==> src/rtl/core/rlr_pkg.sv <==
`timescale 1ns / 1ps
// ----------------------------------------------------------------------------
// rlr_pkg
// Shared constants, types and state encoding for the rational linear resampler.
// ----------------------------------------------------------------------------
package rlr_pkg;

  localparam int SAMPLE_BITS   = 24;
  localparam int MAX_UP_FACTOR = 32;
  localparam int UP_W          = 6;
  localparam int DOWN_W        = 8;
  localparam int CFG_W         = 8;
  localparam int DIFF_W        = SAMPLE_BITS + 1;
  localparam int REM_W         = $clog2(MAX_UP_FACTOR);
  localparam int DIV_CNT_W     = $clog2(DIFF_W);

  localparam logic CFG_UP_FACTOR   = 1'b0;
  localparam logic CFG_DOWN_FACTOR = 1'b1;

  typedef logic signed [SAMPLE_BITS-1:0] sample_t;

  typedef struct packed {
    logic [DIFF_W-1:0] quot;
    logic [REM_W-1:0]  rem;
  } div_res_t;

  typedef enum logic [1:0] {
    ST_IDLE,
    ST_DIV,
    ST_SEG,
    ST_FLUSH
  } state_e;

endpackage

==> src/rtl/core/rlr_div.sv <==
`timescale 1ns / 1ps
// ----------------------------------------------------------------------------
// rlr_div
// Bit-serial restoring divider: one quotient bit per cycle, segment slope
// magnitude divided by the up factor.
// ----------------------------------------------------------------------------
module rlr_div
  import rlr_pkg::*;
(
  input  logic              clk_i,
  input  logic              rst_ni,
  input  logic              start_i,
  input  logic [DIFF_W-1:0] dividend_i,
  input  logic [UP_W-1:0]   divisor_i,
  output logic              done_o,
  output div_res_t          res_o
);

  logic [DIFF_W-1:0]    shreg_q, shreg_d;
  logic [REM_W-1:0]     rem_q, rem_d;
  logic [DIV_CNT_W-1:0] cnt_q, cnt_d;
  logic                 busy_q, busy_d;
  logic                 done_q, done_d;
  logic [UP_W-1:0]      rem_sh;
  logic [UP_W-1:0]      rem_sub;
  logic                 ge;

  assign rem_sh  = {rem_q, shreg_q[DIFF_W-1]};
  assign ge      = (rem_sh >= divisor_i);
  assign rem_sub = rem_sh - divisor_i;

  always_comb begin
    shreg_d = shreg_q;
    rem_d   = rem_q;
    cnt_d   = cnt_q;
    busy_d  = busy_q;
    done_d  = 1'b0;
    if (start_i) begin
      shreg_d = dividend_i;
      rem_d   = '0;
      cnt_d   = '0;
      busy_d  = 1'b1;
    end else if (busy_q) begin
      shreg_d = {shreg_q[DIFF_W-2:0], ge};
      rem_d   = ge ? rem_sub[REM_W-1:0] : rem_sh[REM_W-1:0];
      cnt_d   = cnt_q + 1'b1;
      if (cnt_q == DIV_CNT_W'(DIFF_W - 1)) begin
        busy_d = 1'b0;
        done_d = 1'b1;
      end
    end
  end

  always_ff @(posedge clk_i or negedge rst_ni) begin
    if (!rst_ni) begin
      busy_q <= 1'b0;
      done_q <= 1'b0;
      cnt_q  <= '0;
    end else begin
      busy_q <= busy_d;
      done_q <= done_d;
      cnt_q  <= cnt_d;
    end
  end

  always_ff @(posedge clk_i) begin
    shreg_q <= shreg_d;
    rem_q   <= rem_d;
  end

  assign done_o    = done_q;
  assign res_o.quot = shreg_q;
  assign res_o.rem  = rem_q;

endmodule

==> src/rtl/core/rational_linear_resampler.sv <==
`timescale 1ns / 1ps
// ----------------------------------------------------------------------------
// rational_linear_resampler
// Linear-interpolation resampler by up_factor/down_factor for signed audio.
// ----------------------------------------------------------------------------
// Each input sample closes the segment from the previous sample and yields
// up_factor interpolated points, of which every down_factor-th is kept; a
// sample marked with tlast also emits its flat tail and clears the state.
// An input with a held predecessor passes through these steps in order: the
// transfer, the bit-serial divider that splits the segment slope into
// quotient and remainder, the incremental accumulator at one interpolated
// point per cycle unless output back-pressure holds it, up_factor more
// points for a tail, and the hand-over of the last result; only then is the
// next input taken. The first sample of a stream is held in its transfer
// cycle; a single-sample stream end skips the divider and emits only its
// flat tail. Output back-pressure stalls a kept point, or the hand-over of
// the last result, only when the staging and output registers are both full.
// tlast on the output marks the last result of an input, tuser the last
// result of the stream.
// ----------------------------------------------------------------------------
module rational_linear_resampler
  import rlr_pkg::*;
(
  input  logic                   clk_i,
  input  logic                   rst_ni,
  // configuration
  input  logic                   cfg_we_i,
  input  logic                   cfg_idx_i,
  input  logic [CFG_W-1:0]       cfg_data_i,
  // input stream
  input  logic                   s_axis_tvalid,
  output logic                   s_axis_tready,
  input  logic [SAMPLE_BITS-1:0] s_axis_tdata,   // [23:0] sample_in
  input  logic                   s_axis_tlast,   // end_of_stream
  // output stream
  output logic                   m_axis_tvalid,
  input  logic                   m_axis_tready,
  output logic [SAMPLE_BITS-1:0] m_axis_tdata,   // [23:0] sample_out
  output logic                   m_axis_tlast,   // run_last
  output logic                   m_axis_tuser    // [0] stream_done
);

  state_e state_q, state_d;

  logic [UP_W-1:0]   up_q;
  logic [DOWN_W-1:0] down_q;
  logic [UP_W-1:0]   up_eff;
  logic [DOWN_W-1:0] down_eff;

  sample_t           prev_q, cur_q, f0_q, pend_q, out_q;
  logic              have_q, last_q, tail_q, neg_q;
  logic              pend_v_q, out_v_q, out_last_q, out_user_q;
  logic [DOWN_W-1:0] phase_q;
  logic [DIFF_W-1:0] quot_q, acc_q;
  logic [REM_W-1:0]  remd_q, accr_q;
  logic [UP_W-1:0]   k_q;

  logic              in_xfer, out_free, keep, seg_end, tail_next;
  logic              div_start, seg_step, push, flush_go;
  logic              div_done;
  div_res_t          div_res;
  logic [DIFF_W-1:0] diff, diff_abs;
  logic [UP_W-1:0]   accr_sum, accr_sub;
  logic              carry;
  logic [DIFF_W:0]   p_wide, acc_signed;
  logic [DOWN_W:0]   phase_inc;

  // effective factors
  always_comb begin
    priority if (up_q == '0) begin
      up_eff = UP_W'(1);
    end else if (up_q > UP_W'(MAX_UP_FACTOR)) begin
      up_eff = UP_W'(MAX_UP_FACTOR);
    end else begin
      up_eff = up_q;
    end
    down_eff = (down_q == '0) ? DOWN_W'(1) : down_q;
  end

  assign in_xfer   = s_axis_tvalid && s_axis_tready;
  assign out_free  = !out_v_q || m_axis_tready;
  assign keep      = (phase_q == '0);
  assign seg_end   = (k_q == up_eff - 1'b1);
  assign tail_next = !tail_q && last_q;

  assign diff     = {s_axis_tdata[SAMPLE_BITS-1], s_axis_tdata}
                  - {prev_q[SAMPLE_BITS-1], prev_q};
  assign diff_abs = diff[DIFF_W-1] ? (~diff + 1'b1) : diff;

  rlr_div u_div (
    .clk_i      (clk_i),
    .rst_ni     (rst_ni),
    .start_i    (div_start),
    .dividend_i (diff_abs),
    .divisor_i  (up_eff),
    .done_o     (div_done),
    .res_o      (div_res)
  );

  // incremental quotient and remainder of |diff| * k / up
  assign accr_sum   = {1'b0, accr_q} + {1'b0, remd_q};
  assign carry      = (accr_sum >= up_eff);
  assign accr_sub   = accr_sum - up_eff;
  assign acc_signed = neg_q ? (~{1'b0, acc_q} + 1'b1) : {1'b0, acc_q};
  assign p_wide     = {{2{f0_q[SAMPLE_BITS-1]}}, f0_q} + acc_signed;
  assign phase_inc  = {1'b0, phase_q} + 1'b1;

  // next state
  always_comb begin
    state_d = state_q;
    unique case (state_q)
      ST_IDLE: begin
        if (in_xfer) begin
          if (have_q) begin
            state_d = ST_DIV;
          end else if (s_axis_tlast) begin
            state_d = ST_SEG;
          end
        end
      end
      ST_DIV: begin
        if (div_done) begin
          state_d = ST_SEG;
        end
      end
      ST_SEG: begin
        if (seg_step && seg_end && !tail_next) begin
          state_d = ST_FLUSH;
        end
      end
      ST_FLUSH: begin
        if (flush_go) begin
          state_d = ST_IDLE;
        end
      end
      default: state_d = ST_IDLE;
    endcase
  end

  // control strobes
  always_comb begin
    s_axis_tready = 1'b0;
    div_start     = 1'b0;
    seg_step      = 1'b0;
    push          = 1'b0;
    flush_go      = 1'b0;
    unique case (state_q)
      ST_IDLE: begin
        s_axis_tready = 1'b1;
        div_start     = in_xfer && have_q;
      end
      ST_DIV: begin
      end
      ST_SEG: begin
        seg_step = !keep || !pend_v_q || out_free;
        push     = seg_step && keep && pend_v_q;
      end
      ST_FLUSH: begin
        flush_go = !pend_v_q || out_free;
        push     = pend_v_q && out_free;
      end
      default: begin
      end
    endcase
  end

  always_ff @(posedge clk_i or negedge rst_ni) begin
    if (!rst_ni) begin
      state_q  <= ST_IDLE;
      up_q     <= UP_W'(1);
      down_q   <= DOWN_W'(1);
      prev_q   <= '0;
      have_q   <= 1'b0;
      phase_q  <= '0;
      last_q   <= 1'b0;
      tail_q   <= 1'b0;
      pend_v_q <= 1'b0;
      out_v_q  <= 1'b0;
    end else begin
      state_q <= state_d;
      if (cfg_we_i) begin
        unique case (cfg_idx_i)
          CFG_UP_FACTOR:   up_q   <= cfg_data_i[UP_W-1:0];
          CFG_DOWN_FACTOR: down_q <= cfg_data_i[DOWN_W-1:0];
          default: ;
        endcase
      end
      if (in_xfer) begin
        last_q <= s_axis_tlast;
        tail_q <= !have_q;
        if (!have_q && !s_axis_tlast) begin
          prev_q <= s_axis_tdata;
          have_q <= 1'b1;
        end
      end
      if (seg_step) begin
        phase_q <= (phase_inc >= {1'b0, down_eff}) ? '0 : phase_inc[DOWN_W-1:0];
        if (keep) begin
          pend_v_q <= 1'b1;
        end
        if (seg_end && tail_next) begin
          tail_q <= 1'b1;
        end
      end
      if (push) begin
        out_v_q <= 1'b1;
      end else if (m_axis_tready) begin
        out_v_q <= 1'b0;
      end
      if (flush_go) begin
        pend_v_q <= 1'b0;
        if (last_q) begin
          prev_q  <= '0;
          have_q  <= 1'b0;
          phase_q <= '0;
        end else begin
          prev_q <= cur_q;
          have_q <= 1'b1;
        end
      end
    end
  end

  always_ff @(posedge clk_i) begin
    if (in_xfer) begin
      cur_q  <= s_axis_tdata;
      f0_q   <= have_q ? prev_q : s_axis_tdata;
      neg_q  <= diff[DIFF_W-1];
      quot_q <= '0;
      remd_q <= '0;
      acc_q  <= '0;
      accr_q <= '0;
      k_q    <= '0;
    end
    if (div_done && state_q == ST_DIV) begin
      quot_q <= div_res.quot;
      remd_q <= div_res.rem;
      acc_q  <= '0;
      accr_q <= '0;
      k_q    <= '0;
    end
    if (seg_step) begin
      if (keep) begin
        pend_q <= p_wide[SAMPLE_BITS-1:0];
      end
      if (seg_end && tail_next) begin
        // flat tail segment at the final sample
        f0_q   <= cur_q;
        quot_q <= '0;
        remd_q <= '0;
        acc_q  <= '0;
        accr_q <= '0;
        k_q    <= '0;
      end else begin
        acc_q  <= acc_q + quot_q + DIFF_W'(carry);
        accr_q <= carry ? accr_sub[REM_W-1:0] : accr_sum[REM_W-1:0];
        k_q    <= k_q + 1'b1;
      end
    end
    if (push) begin
      out_q      <= pend_q;
      out_last_q <= (state_q == ST_FLUSH);
      out_user_q <= (state_q == ST_FLUSH) && last_q;
    end
  end

  assign m_axis_tvalid = out_v_q;
  assign m_axis_tdata  = out_q;
  assign m_axis_tlast  = out_last_q;
  assign m_axis_tuser  = out_user_q;

endmodule

==> config.mk <==
export PLATFORM = sky130hd
export DESIGN_NAME = rational_linear_resampler
export DESIGN_NICKNAME = d
export VERILOG_FILES = /design/src/rtl/core/rlr_pkg.sv /design/src/rtl/core/rlr_div.sv /design/src/rtl/core/rational_linear_resampler.sv
export SDC_FILE = /design/constraint.sdc
export NUM_CORES = 1
export LEC_CHECK = 0
export BUFFER_PORTS_ARGS = -buffer_cell sky130_fd_sc_hd__buf_2
export CAP_MARGIN = 20
export CORE_MARGIN = 2
export CORE_UTILIZATION = 35
export DETAILED_ROUTE_END_ITERATION = 10
export SLEW_MARGIN = 25
export SYNTH_ARGS = -nofsm -noshare
export SYNTH_HDL_FRONTEND = slang
export SYNTH_SLANG_ARGS = --single-unit
==> constraint.sdc <==
create_clock -name clk_i -period 7.3 [get_ports clk_i]
set_clock_uncertainty 0.15 [all_clocks]
set_input_delay 1.46 -clock clk_i [delete_from_list [all_inputs] [get_ports clk_i]]
set_output_delay 1.46 -clock clk_i [all_outputs]
set_load 0.005 [all_outputs]
==> metrics.md, run 1 <==
| Metric | Value |
|---|---|
| Status | complete, no violations |
| Total CTS buffers | 29 |
| Maximum buffer depth of the clock tree | 3 |
| Initial Utilization | 0.356 |
| Pin count of the biggest net entering global routing | 79 |
| Total wire length | about 38000 um |
| I/O pin total | between 60 and 70 |
| Synthesized flop and latch total | roughly 250 |
| Mean area per synthesized cell | a little under 10 sq um |
| Gpl congestion | between 0.8 and 0.9 |
| Initial antenna violation count | 7 |
| CORE AREA | 43300 sq um |
| Synth top area share | 0.263 |
| Internal power | 4960 uW |
| Clk Latency, worst-skew pair | ~560 ps |
| CTS Sinks | approximately 250 |
| Drt wl/cell | between 15 and 20 um |
| Area grow syn2layout | 12.0% |
| GRT Residual Overflow | 0 |
| RSZ-0062 raised after global routing | no |
| Seq/Total Area, Yosys | 0.436 |
| Die span in x | around 210 um |
| Via count | 11800 |
| Crit path kind | reg2reg |
| GRT met2 Usage | 0.262 |
| Fin cells | between 2000 and 2500 |
| Data arrival, critical path | about 6000 ps |
| Share of cells above drive strength 1 | 0.109 |
| Post-Syn Area | 15400 sq um |
| Total of max-cap violations | 0 |
| Fillcell total | about 4300 |
| Hold WS | between 200 and 300 ps |
| Synth area leaders | edfxtp_1 26%, dfrtp_1 9.4%, ha_1 8.6% |
| Final nets | ~1800 |
| Post-DP HPWL | between 20000 and 30000 um |
| Setup TNS | 0 ps |
| R2R depth | 23 |
| GR peak layer | met2 |
| Hold buffers post-CTS | 0 |
| Clock Pin Slew Worst Setup and Hold Paths | about 60 ps |
| Post-CTS setup repair buffer count | 0 |
| Minimum clock period | 5790 ps |
| H-tree levels | 1 |
| WHS Path Cells | 0 |
| Final Hold Viols | 0 |
| R2R Path Start | up_q[1] |
| Sw Ratio | 0.425 |
| Input/output buffers | 66 |
| Post-synth EDFFs | between 100 and 150 |
| Switching Power | between 3000 and 4000 uW |
| Total power | 8630 uW |
| First-pass GRT wire length | 60200 um |
| CP endpoint kind | register |
| CTS Root Buffer Type | clkbuf_16 |
| Power share of the clock group | 0.163 |
| Syn. warnings | 0 |
| Row Count | 76 |
| Synth top cells by count | 143 x nand2_1, 140 x nor2_1, 135 x edfxtp_1 |
| Post-synthesis cell type count | between 80 and 90 |
| Peak VDD IR | approximately 0.18 mV |
| Final Setup Violations | 0 |
| Slew Viols, Final | 0 |
| Worst Tran Pin Value | about 900 ps |
| Leak | slightly above 0.007 uW |
| Reg-to-reg setup timing slack | 1510 ps |
| Top FF cell, synth | edfxtp_1 |
| Fmax | 173 MHz |
| Worst Hold Path EP | m_axis_tdata[3] |
| Part of the cycle the worst path needs | 0.793 |
| Min-Delay Path Class | reg2reg |
| Share of power burned in registers | 0.313 |
| Grt met1 use | 0.237 |
| Startpoint types | register |
| CP Data Required Time | between 7000 and 8000 ps |
| Slew headroom | 0.401 |
| Die Ht | roughly 210 um |
| CTS tree | done |
| First DRT Iteration DRCs | 888 |
| Gate power share | 0.524 |
| Die area | about 46000 sq um |
| Count leader, synth | nand2_1 |
| Residual DRC | 0 |
| Worst hold path startpoint | pend_q[3] |
| Placed cells | approximately 2200 |
| ANT nets after route | 0 |
| First drt pass iteration count | 5 |
| Synth Instances | around 1600 |
| Vias in the first global route | 11100 |
| Crit path max fanout | 10 |
| Power density over the cells | 500 nW/um^2 |
| R2R Path End | acc_q[20] |
| # resized after CTS | 0 |
| Tot GR Track Use | 0.166 |
| Synth Net Count | 1732 |
| DR vias/cell | between 5 and 6 |
| Cell taking the most area after synthesis | edfxtp_1 |
| Asr flop ratio synth | 0.237 |
| Met3 usage | 0.0193 |
final cells by class:
type	instances	area, sq um	area share
Multi-Input combinational cell	1179	8130	0.471
Sequential cell	253	6720	0.389
Clock buffer	42	827	0.0479
Tap cell	585	732	0.0424
Timing Repair Buffer	82	450	0.0261
Inverter	86	323	0.0187
Clock inverter	11	83.8	0.00485
Antenna cell	2	5.00	0.000290
power by group through the flow:
| stage | combinational (uW) | sequential [uW] | clock (uW) |
|---|---|---|---|
| after floorplan | 3570 | 2520 | 0 |
| after global placement | 4410 | 2710 | 0 |
| after detailed placement | 4500 | 2710 | 0 |
| after CTS | 4530 | 2690 | 1440 |
| after global routing | 5090 | 2760 | 1500 |
| final | 4520 | 2700 | 1410 |
registers in the layout (all words and copies together), names as in the netlist, 2 cells and up:
signal / cells
u_div.shreg_q: 25
acc_q: 24
cur_q: 24
f0_q: 24
m_axis_tdata: 24
pend_q: 24
prev_q: 24
quot_q: 24
down_q: 8
phase_q: 8
k_q: 6
up_q: 6
accr_q: 5
remd_q: 5
u_div.cnt_q: 5
u_div.rem_q: 5
state_q: 2
cell families (layout without fill, tap and decap cells):
logic type,Yosys count,in the layout,share of synthesized area
and+or+nand+nor,463,463,0.145
AOI/OAI and AO/OA,431,431,0.182
DFF,253,253,0.436
buffers and inverters,148,221,0.0385
xor gates and xnor gates,123,123,0.0704
adders and majority gates,113,113,0.0951
muxes,49,49,0.0329
other,0,2,0
critical path, stage by stage, from the launching register on:
cell and delay (ps):
dfrtp_1 390, nor4_1 310, nor2_1 70, nor2_1 260, ha_1 200, inv_1 60, fa_1 410, a21o_1 180
a21oi_1 210, o21ai_0 100, a21oi_1 640, fa_1 340, inv_1 60, fa_1 410, a21o_1 190, a21o_1 200
a21oi_1 230, nor2_1 90, a21oi_1 240, o311a_1 270, o31a_1 170, nor2b_1 160, xor2_1 150, nor2_1 50
placed cells by master (no fill, tap or decap), drive strengths merged, types with 5 or more instances in the layout:
| cell | synthesis | final |
|---|---|---|
| nand2 | 143 | 143 |
| nor2 | 140 | 140 |
| edfxtp | 135 | 135 |
| o21ai | 128 | 128 |
| a21oi | 110 | 110 |
| ha | 106 | 106 |
| inv | 86 | 87 |
| xnor2 | 85 | 85 |
| buf | 13 | 82 |
| dfrtp | 58 | 58 |
| dfxtp | 58 | 58 |
| clkbuf | 49 | 42 |
| a211oi | 40 | 40 |
| xor2 | 38 | 38 |
| mux2i | 35 | 35 |
| a21o | 34 | 34 |
| a22oi | 32 | 32 |
| nor3b | 28 | 28 |
| nand2b | 22 | 22 |
| nand3 | 22 | 22 |
| and3 | 20 | 20 |
| nor3 | 19 | 19 |
| mux2 | 14 | 14 |
| o21a | 14 | 14 |
| nor2b | 12 | 12 |
| and2 | 11 | 11 |
| a31oi | 10 | 10 |
| or3 | 10 | 10 |
| o31ai | 9 | 9 |
| clkinv | 0 | 8 |
| fa | 7 | 7 |
| or2 | 6 | 6 |
| nor4 | 6 | 6 |
| nand4 | 6 | 6 |
| o211ai | 5 | 5 |
worst max path at each step:
stage	from	endpoint	depth (start not counted)
floorplan	up_q[1]	acc_q[20]	23
global placement	up_q[1]	acc_q[20]	23
detailed placement	up_q[1]	acc_q[20]	23
CTS	up_q[1]	acc_q[20]	23
global route	up_q[1]	acc_q[20]	23
finish	up_q[1]	acc_q[20]	23
stage by stage:
step / setup slack [ps] / instance area (sq um) / util
finish: 1510 / 17300 / 0.399
global route: 1080 / 17300 / 0.399
CTS: 1500 / 17300 / 0.399
detailed placement: 1500 / 16400 / 0.378
global placement: 1580 / 16300 / 0.378
floorplan: 2180 / 15400 / -
per-layer routing:
layer,vias up,wire [um]
li1,5809,-
met1,5679,18200
met2,217,17000
met3,49,1810
met4,2,697
met5,-,11
No activity file was read; power rests on OpenSTA's default activity.
==> run 2, diff against run 1 <==
==> constraint.sdc (replaced) <==
create_clock -name clk_i -period 5.9 [get_ports clk_i]
set_clock_uncertainty 0.15 [all_clocks]
set_input_delay 1.18 -clock clk_i [delete_from_list [all_inputs] [get_ports clk_i]]
set_output_delay 1.18 -clock clk_i [all_outputs]
set_load 0.005 [all_outputs]
==> run 2 against run 1 <==
Against the previous run: register-to-register slack got worse by 950 ps; final area up 0.41%; setup slack worse by 950 ps; critical path depth did not move; total power increased by 25%; clock power increased by 29%; cell count about the same; sequential share of layout area shrank 0.16 points; fmax is 8.4% higher; critical path type unchanged; largest power group unchanged.
==> metrics.md, run 2 (synthesized netlist as in run 1, its figures left out) <==
| Metric | Value |
|---|---|
| Status | complete, no violations |
| Residual DRC | 0 |
| H-tree levels | 1 |
| Slew Viols, Final | 0 |
| Clk Latency, worst-skew pair | just under 600 ps |
| Internal power | 6210 uW |
| Post-DP HPWL | between 20000 and 30000 um |
| Via count | approximately 12000 |
| Switching Power | approximately 4600 uW |
| CORE AREA | ~43000 sq um |
| Crit path max fanout | 4 |
| R2R Path End | acc_q[20] |
| First drt pass iteration count | 5 |
| Pin count of the biggest net entering global routing | between 70 and 80 |
| CP Data Required Time | slightly above 6000 ps |
| Data arrival, critical path | about 5500 ps |
| Final Setup Violations | 0 |
| Initial Utilization | 0.356 |
| Input/output buffers | 66 |
| Reg-to-reg setup timing slack | approximately 560 ps |
| Final nets | roughly 1800 |
| Gate power share | 0.521 |
| Power share of the clock group | 0.169 |
| Sw Ratio | 0.424 |
| R2R depth | 23 |
| Power density over the cells | slightly above 600 nW/um^2 |
| Part of the cycle the worst path needs | 0.905 |
| Tot GR Track Use | 0.170 |
| Commonest non-fill, non-tap cell in the layout | nand2_1 |
| DR vias/cell | roughly 5.2 |
| First-pass GRT wire length | 61400 um |
| I/O pin total | 67 |
| Leak | between 0.007 and 0.008 uW |
| Setup slack at placement | around 580 ps |
| Top reg by flops | u_div.shreg_q |
| Clock Pin Slew Worst Setup and Hold Paths | around 60 ps |
| Gpl congestion | between 0.8 and 0.9 |
| Row Count | 76 |
| Met3 usage | 0.0296 |
| R2R Path Start | up_q[1] |
| GR peak layer | met2 |
| Slew headroom | 0.399 |
| Multi-input gate area | about 8000 sq um |
| CP endpoint kind | register |
| GRT Residual Overflow | 0 |
| Initial antenna violation count | 4 |
| First DRT Iteration DRCs | 677 |
| CP Launch Point | up_q[1] |
| Area grow syn2layout | 12.5% |
| Minimum clock period | 5340 ps |
| Die Ht | between 200 and 250 um |
| Most frequent cells in the layout | 143 x nand2_1, 137 x nor2_1, 135 x edfxtp_1 |
| Final Worst Setup Slack | between 500 and 600 ps |
| RSZ-0062 raised after global routing | no |
| Die span in x | between 200 and 250 um |
| Vias in the first global route | 11300 |
| Grt met1 use | 0.233 |
| Worst Tran Pin Value | approximately 900 ps |
| Fillcell total | 4237 |
| Total of max-cap violations | 0 |
| Share of power burned in registers | 0.310 |
| Post-CTS setup repair buffer count | 0 |
| Crit path kind | reg2reg |
| Worst setup path end | acc_q[20] |
| GRT met2 Usage | 0.279 |
| Share of cells above drive strength 1 | 0.114 |
| CTS Sinks | 253 |
| ANT nets after route | 0 |
| # resized after CTS | 0 |
| Drt wl/cell | 17.0 um |
| Total wire length | roughly 38000 um |
| Hold buffers post-CTS | 0 |
| Maximum buffer depth of the clock tree | 3 |
| CTS Root Buffer Type | clkbuf_16 |
| Setup TNS | 0 ps |
| Die area | 45700 sq um |
| Fmax | approximately 190 MHz |
| CTS tree | done |
| Min-Delay Path Class | reg2reg |
| Register area | approximately 6700 sq um |
| Startpoint types | register |
| Final Hold Viols | 0 |
| Number of flip-flops in the largest register | 25 |
| Peak VDD IR | approximately 0.26 mV |
| Total CTS buffers | 29 |
[run 2: cell types whose count changed in the layout (fill, tap and decap cells not counted), moves of 2 or more]
cell and change:
clkbuf_8 +2, clkinv_2 +2, clkinvlp_4 +2, clkbuf_1 -6
[run 2: routing by layer]
metal | part of all wire | routed length [um]
met1 | 0.47 | 18000
met2 | 0.46 | 17400
met3 | 0.052 | 2000
met4 | 0.020 | 754
met5 | 0.00034 | 13
[run 2: per-stage QoR]
stage	cell area, sq um	power, uW	std cells	utilization	hold WS (ps)
global route	17300	11700	2241	0.401	275
finish	17300	10800	2241	0.401	268
global placement	16400	8820	2186	0.378	255
detailed placement	16400	8950	2186	0.378	257
CTS	17300	10800	2240	0.401	271
floorplan	15400	7530	1580	-	250
[run 2: final cells by class]
cell class                      instances  share of cell area
Timing Repair Buffer                   83              0.0264
Tap cell                              585              0.0422
Inverter                               86              0.0186
Antenna cell                            1            0.000144
Clock inverter                         16             0.00830
Sequential cell                       253               0.388
Multi-Input combinational cell       1179               0.469
Clock buffer                           38              0.0480
[run 2: power by group through the flow]
stage | combinational (uW) | clock, uW | sequential, uW
6_report | 5610 | 1820 | 3350
3_5_place_dp | 5590 | 0 | 3370
3_3_place_gp | 5480 | 0 | 3350
4_1_cts | 5620 | 1870 | 3340
2_1_floorplan | 4420 | 0 | 3120
5_1_grt | 6310 | 1940 | 3430
[run 2: critical path: stages (launching register included)]
cell	delay (ps)
dfrtp_1	390
nor4_1	280
nor2_1	70
nor2_1	290
ha_1	230
inv_1	60
fa_1	400
a21o_1	170
a21oi_1	200
o21ai_0	110
a21oi_1	230
fa_1	230
inv_1	60
fa_1	410
a21o_1	210
a21o_1	210
a21oi_1	230
nor2_1	100
a21oi_1	230
o311a_1	310
o31a_1	180
nor2b_1	150
xor2_1	150
nor2_1	50
[run 2: worst min path at each step]
stage | start | to | slack, ps | depth (start not counted)
2_1_floorplan | pend_q[0] | m_axis_tdata[0] | 250 | 0
3_3_place_gp | pend_q[13] | m_axis_tdata[13] | 260 | 0
3_5_place_dp | pend_q[15] | m_axis_tdata[15] | 260 | 0
4_1_cts | pend_q[15] | m_axis_tdata[15] | 270 | 0
5_1_grt | pend_q[1] | m_axis_tdata[1] | 270 | 0
6_report | pend_q[15] | m_axis_tdata[15] | 270 | 0
